## src/hdl/abd_pkg.sv

```systemverilog
//------------------------------------------------------------------------------
// abd_pkg
// Types and constants shared by the beat detector files.
//------------------------------------------------------------------------------
`timescale 1ns / 1ps
package abd_pkg;
  localparam int unsigned FeatW = 24;
  localparam int unsigned TimeW = 32;
  localparam int unsigned PerW  = 24;
  localparam int unsigned RatW  = 16;
  localparam int unsigned CfgW  = 16;
  localparam int unsigned CfgIdxW = 3;

  localparam logic [CfgIdxW-1:0] CfgFpm    = 3'd0;
  localparam logic [CfgIdxW-1:0] CfgMargin = 3'd1;
  localparam logic [CfgIdxW-1:0] CfgMinUpd = 3'd2;
  localparam logic [CfgIdxW-1:0] CfgRebase = 3'd3;
  localparam logic [CfgIdxW-1:0] CfgDefPer = 3'd4;

  localparam int unsigned DivW = 64;

  typedef enum logic [3:0] {
    StIdle, StFront, StDivRat, StDivQ, StRest, StDivUpd, StBlend, StDivBl,
    StFin, StOut
  } state_e;

  typedef struct packed {
    logic       beat;
    logic [23:0] period_q8;
    logic [15:0] power_ratio_q8;
    logic [31:0] interval_ms;
  } result_t;

  typedef struct packed {
    logic signed [23:0] power;
    logic signed [23:0] distinctiveness;
    logic signed [23:0] slope;
    logic        [31:0] now_ms;
  } frame_t;
endpackage

```

## src/hdl/abd_divider.sv

```systemverilog
//------------------------------------------------------------------------------
// abd_divider
// Radix-2 restoring divider, unsigned, one quotient bit per cycle.
//------------------------------------------------------------------------------
`timescale 1ns / 1ps
module abd_divider import abd_pkg::*; (
  input  logic            clk_i,
  input  logic            rst_ni,
  input  logic            start_i,
  input  logic [DivW-1:0] num_i,
  input  logic [DivW-1:0] den_i,
  output logic            done_o,
  output logic [DivW-1:0] quo_o
);
  localparam int unsigned CntW = $clog2(DivW + 1);
  logic [DivW-1:0] rem_q, rem_d, quo_q, quo_d, den_q;
  logic [CntW-1:0] cnt_q, cnt_d;
  logic [DivW:0]   trial;

  always_comb begin
    rem_d = rem_q;
    quo_d = quo_q;
    cnt_d = cnt_q;
    trial = {rem_q, quo_q[DivW-1]} - {1'b0, den_q};
    if (start_i) begin
      rem_d = '0;
      quo_d = num_i;
      cnt_d = CntW'(DivW);
    end else if (cnt_q != '0) begin
      if (!trial[DivW]) rem_d = trial[DivW-1:0];
      else rem_d = {rem_q[DivW-2:0], quo_q[DivW-1]};
      quo_d = {quo_q[DivW-2:0], !trial[DivW]};
      cnt_d = cnt_q - 1'b1;
    end
  end

  always_ff @(posedge clk_i or negedge rst_ni) begin
    if (!rst_ni) cnt_q <= '0;
    else cnt_q <= cnt_d;
  end
  always_ff @(posedge clk_i) begin
    rem_q <= rem_d;
    quo_q <= quo_d;
    if (start_i) den_q <= den_i;
  end

  assign done_o = (cnt_q == CntW'(1));
  assign quo_o  = quo_d;
endmodule

```

## config.mk

```make
export PLATFORM = sky130hd
export DESIGN_NAME = abd_divider
export DESIGN_NICKNAME = d
export VERILOG_FILES = /design/src/hdl/abd_pkg.sv /design/src/hdl/abd_divider.sv
export SDC_FILE = /design/constraint.sdc
export NUM_CORES = 1
export LEC_CHECK = 0
export ABC_AREA = 1
export BUFFER_PORTS_ARGS = -buffer_cell sky130_fd_sc_hd__buf_2
export CORE_ASPECT_RATIO = 0.5
export CORE_MARGIN = 2
export CORE_UTILIZATION = 40
export DETAILED_ROUTE_END_ITERATION = 10
export SETUP_SLACK_MARGIN = 0.5
export SYNTH_ARGS = -nofsm -noshare
export SYNTH_HDL_FRONTEND = slang
export SYNTH_SLANG_ARGS = --single-unit
```

## constraint.sdc

```tcl
create_clock -name clk_i -period 3.45 [get_ports clk_i]
set_clock_uncertainty 0.2 [all_clocks]
set_input_delay 0.69 -clock clk_i [delete_from_list [all_inputs] [get_ports clk_i]]
set_output_delay 0.69 -clock clk_i [all_outputs]
set_load 0.005 [all_outputs]
```

==> results of run 1 <==
==> cell families (layout without fill, tap and decap cells) <==
family,after synthesis,in the layout,share of synthesized area
DFF,199,199,0.321
and+or+nand+nor,1412,1413,0.397
AOI/OAI and AO/OA,193,193,0.0676
adders and majority gates,67,67,0.0582
other,0,2,0
xor gates and xnor gates,23,23,0.0139
buffers and inverters,537,851,0.143
==> worst max-delay path, stage by stage (launching register included) <==
cell,delay [ns]
edfxtp_1,0.34
inv_1,0.06
ha_4,0.29
nand2_2,0.10
nor2_4,0.16
inv_2,0.07
nor3_2,0.27
nand2_2,0.10
nand2_2,0.09
nand2_4,0.09
nand2_4,0.09
nand2_4,0.06
nand2_4,0.09
nor2_4,0.04
o21ai_2,0.12
buf_2,0.15
==> worst min path at each step <==
stage / from / endpoint / slack, ns / cells past startpoint
floorplan: rst_ni / cnt_q[0]$_DFFE_PN0P_ / 0.19 / 0
global placement: quo_q[6]$_DFF_P_ / quo_q[7]$_DFF_P_ / 0.27 / 2
detailed placement: quo_q[57]$_DFF_P_ / quo_q[58]$_DFF_P_ / 0.27 / 2
CTS: den_i[9] / den_q[9]$_DFFE_PP_ / 0.17 / 1
global route: den_i[8] / den_q[8]$_DFFE_PP_ / 0.16 / 1
finish: den_i[9] / den_q[9]$_DFFE_PP_ / 0.18 / 1
==> power by group <==
part	switching, mW	internal, mW	total (mW)
Clock	1.16	1.01	2.17
Sequential	0.532	2.93	3.46
Combinational	5.25	3.26	8.51
==> cells in the final DEF, fill, tap and decap left out, types with 7 or more instances in the layout <==
cell type | synthesis | layout
buf_6 | 6 | 16
ha_4 | 0 | 43
dfxtp_1 | 128 | 127
nand3_1 | 207 | 197
inv_12 | 0 | 7
nand3_2 | 2 | 9
inv_2 | 14 | 24
nand2_2 | 8 | 46
inv_1 | 453 | 440
a21oi_2 | 1 | 59
buf_4 | 0 | 103
nand2_1 | 837 | 732
edfxtp_1 | 64 | 64
clkinv_8 | 0 | 7
a21oi_4 | 0 | 50
nor2_2 | 8 | 9
buf_2 | 12 | 192
xor2_1 | 23 | 23
buf_12 | 0 | 17
clkbuf_16 | 0 | 18
dfrtp_1 | 7 | 7
nand4_1 | 18 | 18
nor2_1 | 298 | 288
o21ai_0 | 8 | 8
ha_1 | 66 | 19
a21oi_1 | 178 | 70
buf_16 | 0 | 9
nand2_8 | 0 | 8
nor3_1 | 13 | 12
nand2_4 | 3 | 63
nor2_4 | 1 | 10
==> cell usage after synthesis (all sizes together) (7+ instances only) <==
library cell	instances	area share
nor2	307	0.081
ha	66	0.057
nand4	18	0.0078
dfrtp	7	0.012
nand2	848	0.22
xor2	23	0.014
o21ai	9	0.0031
inv	467	0.12
nor3	15	0.0059
edfxtp	64	0.13
dfxtp	128	0.18
a21oi	179	0.062
nand3	209	0.073
buf	23	0.010
clkbuf	45	0.012
==> sequential cells by signal, indices dropped and copies added (netlist names) <==
| name | flops |
|---|---|
| rem_q | 64 |
| quo_q | 64 |
| den_q | 64 |
| cnt_q | 7 |
==> stage by stage <==
stage / hold slack (ns) / instances / worst slack (ns) / setup TNS (ns)
finish: 0.185 / 3232 / -0.0247 / -0.0247
CTS: 0.165 / 3207 / -0.0427 / -0.0427
global placement: 0.270 / 3076 / 0.227 / 0
floorplan: 0.194 / 2431 / 0.440 / 0
detailed placement: 0.267 / 3076 / 0.208 / 0
global route: 0.160 / 3230 / -0.224 / -0.224
==> metal layers <==
metal  global-route usage  part of all wire  vias to the layer above  routed length, µm
met4               0.0615             0.021                        4               1160
met1                0.406              0.48                     7443              26300
met2                0.409              0.42                      551              23200
met3               0.0663             0.074                       85               4080
met5                    0           0.00040                        -                 22
li1                     -                 -                     8035                  -
==> what timing repair did <==
action	in CTS	in global routing
pin swaps	81	58
gates cloned	15	5
setup buffers	83	18
hold buffers	1	0
hold endpoints to repair	7	0
resized for setup	360	135
endpoints found under the setup margin	128	128
==> layout make-up <==
type                            instances  area [µm²]
Inverter                              469        1780
Fill cell                            3459       15400
Tap cell                              484         606
Sequential cell                       199        4660
Timing Repair inverter                 11         231
Multi-Input combinational cell       1696        9970
Antenna cell                            2        5.00
Clock buffer                           17         425
Timing Repair Buffer                  339        2540
Clock inverter                         15         200
==> impl_metrics.ini, run 1 <==
[detailed_routing]
viasPerCell = 4.99
finalWirelength_mm = 54.8
drt_iter0_drc = 1415
vias = 16100
ant_nets = 0
wire_per_inst_um = 17.0
drcViolationCount = 0
drt_first_pass_iters = 8

[layout]
nets = 2931
drive_gt1_frac = 0.263
post-route-util = 0.569
fin_area_um2 = 20400
area_growth_pct = 40.6

[cts]
cts_max_path_buffers = 2
clkSinkCount = 199
root_buffer = clkbuf_16
cts_buffers = 17
htreeDepth = 4
insertion_delay_ns = 0.48
path_clk_slew_ns = 0.09
tritoncts = done

[floorplanning]
start_util = 0.405
core_um2 = 35900
die_h_um = 139
die-width_um = 274
rows = 49
io_pins = 196
dieArea_um2 = 38000

[global_routing]
grt_pass1_vias = 14900
overflow = 0
grt_max_degree = 128
grt_util_all_layers = 0.277
antenna_found_initial = 4
grt_pass1_wl_mm = 82.0

[synthesis]
syn_avg_cell_area_um2 = 5.98
synthArstFlopShare = 0.0352
ys_seq_area_frac = 0.321
synth_edf_count = 64
synth.yosys.warnings = 0
synthDistinctLibCells = 37
syn_nets = 2629
synth_top_flop_cell = dfxtp_1
synthCells = 2431
syn_area_um2 = 14500
ys_ff_latch = 199

[run_status]
outcome = complete, but fails checks
failed_checks = setup timing

[placement]
dp_hpwl_mm = 37.7
portBuffers = 195
placed_area_um2 = 16200
place_congestion = 1.02

[setup_path]
regToRegSetupSlack_ns = 0.44
crit_start = den_q[30]$_DFFE_PP_
required_ns = 2.56
r2r-end = rem_q[29]$_SDFFE_PP0N_
r2r_cells = 20
endpoint_kind = output port
startpoint_type = register
endpoint = quo_o[0]
rr_startpoint = quo_q[63]$_DFF_P_
path_class = reg2out
worstPathArrival_ns = 2.58
crit_fanout = 5

[sta]
setup_slack_ns = -0.0247
period_share = 1.01
final_max_slew_viol_count = 0
finalHoldViolCount = 0
finalSetupViolCount = 1
slew_headroom = 0.411
worstMarginPinSlew_ns = 0.884
rsz0062_at_grt = true
min_period_ns = 3.47
fmax_mhz = 288

[power_and_ir_drop]
power_density_nw_per_um2 = 692
total_power_mw = 14.1
p_leak_nw = 11.1
ir_drop_v = 0.000432

[hold_path]
hp-class = in2reg

[run]
max_cap_viol_count = 0
Note: power is estimated with default switching activity, not from simulation.
==> run 2, diff against run 1 <==
- BUFFER_PORTS_ARGS: -buffer_cell sky130_fd_sc_hd__buf_2 -> default
- DONT_BUFFER_PORTS: default -> 1
==> impl_metrics.ini, run 2 (same netlist as run 1, synthesis figures left out) <==
[run_status]
outcome = finished clean

[detailed_routing]
ant_nets = 0
drcViolationCount = 0
finalWirelength_mm = 49.5
highest_layer = met4
wl_met1_mm = 23.7
dr_wl_met2_mm = 20.8
drt_first_pass_iters = 6
met3_length_mm = 4.35
vias = 14700
viasPerCell = 4.99
drt_iter0_drc = 1289
wire_per_inst_um = 16.8

[floorplanning]
rows = 49
start_util = 0.405
dieArea_um2 = 38000
core_um2 = 35900
die-width_um = 274
io_pins = 196
die_h_um = 139

[power_and_ir_drop]
total_power_mw = 13.5
p_leak_nw = 9.89
power_density_nw_per_um2 = 725
ir_drop_v = 0.000421

[global_routing]
grt_util_all_layers = 0.249
grt_pass1_wl_mm = 74.1
antenna_found_initial = 2
overflow = 0
grt_max_degree = 197
grt_pass1_vias = 13200

[cts]
htreeDepth = 4
clkSinkCount = 199
tritoncts = done
path_clk_slew_ns = 0.10
cts_max_path_buffers = 2
cts_buffers = 17
root_buffer = clkbuf_16
insertion_delay_ns = 0.48

[sta]
period_share = 0.980
worstMarginPinSlew_ns = 0.668
fmax_mhz = 296
setup_slack_ns = 0.0675
slew_headroom = 0.554
final_max_slew_viol_count = 0
rsz0062_at_grt = true
min_period_ns = 3.38
finalSetupViolCount = 0
finalHoldViolCount = 0
holdWs_ns = 0.0973

[setup_path]
crit_fanout = 3
rr_startpoint = den_q[0]$_DFFE_PP_
endpoint_kind = output port
worstPathArrival_ns = 2.49
required_ns = 2.56
startpoint_type = register
crit_start = den_q[0]$_DFFE_PP_
max_stage_delay_ns = 0.42
path_class = reg2out
cpMaxStageDelayCell = edfxtp_1
critical_path.most_common_cell = nand2_2
worstPathCellList = ha_4 > inv_4 > fa_2 > nand2_2 > nand2_2 > nand3_2 > nand2_2 > nand2_2 > nand2_2 > nand2_2 > nand2_4 > nand2_4 > nand2_4 > nand2_4 > nand2_4 > nor2_4 > o21ai_2

[placement]
place_congestion = 1.02
portBuffers = 0
pre_cts_slack_ns = 0.280
dp_hpwl_mm = 35.1
placed_area_um2 = 15000

[layout]
fin_area_um2 = 18600
nets = 2650
area_growth_pct = 28.0
reg_top3 = den_q (64), quo_q (64), rem_q (64)
drive_gt1_frac = 0.166
final_cell_mix = 751 x nand2_1, 443 x inv_1, 292 x nor2_1
mostFrequentLayoutCell = nand2_1
post-route-util = 0.518

[hold_path]
worstHoldStart = den_i[12]
hp-class = in2reg

[run]
max_cap_viol_count = 0
## run 2: changes by cell type in the layout (fill, tap and decap cells not counted), moves of 6 or more
cell	change
nand2_1	+19
nor2_2	-6
nand2_8	+10
a21oi_1	+10
buf_6	-12
a21oi_2	-20
buf_2	-192
a21oi_4	+10
buf_4	-63
nand2_4	-31
## run 2: worst paths after layout
check,endpoint,slack (ns),cells after the start
setup / recovery,quo_o[0],0.07,17
hold / removal,den_q[12]$_DFFE_PP_,0.1,0
setup reg to reg,rem_q[52]$_SDFFE_PP0N_,0.59,18
hold reg to reg,quo_q[7]$_DFF_P_,0.30,2
max in group asynchronous,cnt_q[5]$_DFFE_PN0P_,2.41,1
min in group asynchronous,cnt_q[1]$_DFFE_PN0P_,0.36,1
## run 2: area by class of cell
class / count / area [µm²]
Inverter: 469 / 1780
Clock buffer: 17 / 425
Timing Repair Buffer: 66 / 821
Timing Repair inverter: 4 / 106
Antenna cell: 2 / 5.00
Tap cell: 484 / 606
Sequential cell: 199 / 4660
Multi-Input combinational cell: 1695 / 9970
Fill cell: 3621 / 17300
Clock inverter: 15 / 221
## run 2: what timing repair did
| action | CTS | global route |
|---|---|---|
| gates resized for setup | 139 | 313 |
| cloned | 6 | 6 |
| hold buffers | 1 | 0 |
| endpoints found under the setup margin | 103 | 116 |
| setup buffers | 17 | 21 |
| pin swaps | 28 | 101 |
| endpoints found under the hold margin | 7 | 0 |
## run 2: routing by layer
| metal | vias up | GRT usage |
|---|---|---|
| met5 | - | 0 |
| met4 | 0 | 0.0443 |
| met3 | 57 | 0.0635 |
| met2 | 505 | 0.361 |
| met1 | 6689 | 0.371 |
| li1 | 7478 | - |
## run 2: power by group
group	total (mW)	switching (mW)	internal, mW
sequential	3.44	0.516	2.93
clock	2.23	1.19	1.04
combinational	7.81	4.91	2.89
## run 2: worst max-delay path, delay by kind of cell (launching register included)
kind | cells | cell delay [ns]
AND/OR/NAND/NOR | 13 | 0.95
buffers and inverters | 1 | 0.06
flip-flops | 1 | 0.42
adder cells (fa/ha/maj) | 2 | 0.40
AO/OA/AOI/OAI | 1 | 0.19
## run 2: metrics by stage
step | std cells | TNS, ns
5_1_grt | 2949 | -0.0327
4_1_cts | 2922 | 0
3_5_place_dp | 2866 | 0
2_1_floorplan | 2431 | 0
6_report | 2951 | 0
3_3_place_gp | 2866 | 0
==> run 3, diff against run 2 <==
- PLACE_DENSITY: default -> 0.61
==> impl_metrics.ini, run 3 (same netlist as run 1, synthesis figures left out) <==
[run_status]
outcome = finished clean

[global_routing]
grt_pass1_vias = 13500
grt_pass1_wl_mm = 75.2
antenna_found_initial = 1
grt_max_degree = 197
grt_util_all_layers = 0.252
overflow = 0

[detailed_routing]
wire_per_inst_um = 16.7
drt_iter0_drc = 1141
ant_nets = 0
drcViolationCount = 0
vias = 14700
finalWirelength_mm = 49.2
drt_first_pass_iters = 5
viasPerCell = 4.97

[cts]
htreeDepth = 4
insertion_delay_ns = 0.48
path_clk_slew_ns = 0.09
root_buffer = clkbuf_16
clkSinkCount = 199
cts_buffers = 17
cts_max_path_buffers = 2
tritoncts = done

[setup_path]
startpoint_type = register
cpMaxStageDelayCell = edfxtp_1
worstPathCellList = ha_4 > inv_4 > fa_2 > nand2_1 > nand2_1 > nand3_2 > nand2_2 > nand2_2 > nand2_2 > nand2_2 > nand2_4 > nand2_4 > nand2_4 > nand2_4 > nand2_4 > nor2_4 > o21ai_2
critical_path.most_common_cell = nand2_4
worstPathArrival_ns = 2.46
required_ns = 2.56
critical-path-top-delay-family = simple AND/OR/NAND/NOR gates
max_stage_delay_ns = 0.41
cp_num_buf_inv = 1
crit_fanout = 4
endpoint_kind = output port
path_class = reg2out

[sta]
slew_headroom = 0.515
fmax_mhz = 299
period_share = 0.970
rsz0062_at_grt = true
min_period_ns = 3.35
worstMarginPinSlew_ns = 0.727
final_max_slew_viol_count = 0
finalSetupViolCount = 0
finalHoldViolCount = 0

[floorplanning]
core_um2 = 35900
start_util = 0.405
dieArea_um2 = 38000
rows = 49
die-width_um = 274
io_pins = 196
die_h_um = 139

[placement]
place_congestion = 1.01
dp_hpwl_mm = 35.7
portBuffers = 0

[layout]
post-route-util = 0.511
drive_gt1_frac = 0.170
area_growth_pct = 26.2
diodes = 0
final_cell_mix = 781 x nand2_1, 441 x inv_1, 290 x nor2_1
mostFrequentLayoutCell = nand2_1
nets = 2652
reg_top3 = den_q (64), quo_q (64), rem_q (64)

[power_and_ir_drop]
power_density_nw_per_um2 = 726
total_power_mw = 13.3
p_leak_nw = 9.81
ir_drop_v = 0.000377

[hold_path]
hp-class = in2reg

[run]
max_cap_viol_count = 0
==> run 3: cell types whose count changed in the layout (fill, tap and decap cells not counted), sizes merged <==
cell | previous run | this run
clkinv | 8 | 9
diode | 2 | 0
inv | 480 | 476
buf | 61 | 66
==> run 3: where the power goes <==
group / total, mW / internal (mW) / switching (mW)
logic: 7.74 / 2.88 / 4.86
clock network: 2.14 / 1.01 / 1.13
registers: 3.43 / 2.93 / 0.504
==> run 3: path summary, 6_finish.rpt <==
check                      depth (start not counted)                endpoint                 from  slack [ns]
max in group asynchronous                          1    cnt_q[3]$_DFFE_PN0P_               rst_ni        2.41
max                                               17                quo_o[0]   den_q[0]$_DFFE_PP_        0.10
min in group asynchronous                          1    cnt_q[6]$_DFFE_PN0P_               rst_ni        0.36
min reg2reg                                        2        quo_q[9]$_DFF_P_     quo_q[8]$_DFF_P_        0.31
min                                                0     den_q[62]$_DFFE_PP_            den_i[62]         0.1
max reg2reg                                       17  rem_q[32]$_SDFFE_PP0N_  den_q[54]$_DFFE_PP_        0.61
==> run 3: what timing repair did <==
action	CTS	global route
setup buffers	31	11
gates cloned	4	6
gates resized for setup	183	220
pin swaps	36	84
setup endpoints to repair	129	129
hold buffers	1	0
hold endpoints to repair	7	0
==> run 3: layer usage <==
metal / wire, µm / GRT usage / vias up
met3: 3550 / 0.0528 / 43
met4: 598 / 0.0460 / 2
li1: - / - / 7485
met1: 24500 / 0.379 / 6705
met2: 20500 / 0.371 / 427
met5: 13 / 0 / -
==> run 3: layout make-up <==
class	instances	area, µm²
sequential	199	4660
timing repair buffer	70	830
tap	484	606
fill	3686	17500
clock inverter	14	178
clock buffer	18	439
multi-input combinational	1695	9810
inverter	469	1790
timing repair inverter	2	25.0
==> run 3: metrics by stage <==
stage | hold WS, ns | TNS [ns] | cell area [µm²] | cells | setup slack (ns)
after detailed placement | 0.195 | 0 | 15000 | 2866 | 0.251
after floorplan | 0.194 | 0 | 14600 | 2431 | 0.440
after global placement | 0.195 | 0 | 15000 | 2866 | 0.316
after CTS | 0.0739 | 0 | 17000 | 2934 | 0.0935
after global routing | 0.0848 | -0.0377 | 18300 | 2951 | -0.0377
final | 0.100 | 0 | 18300 | 2951 | 0.102
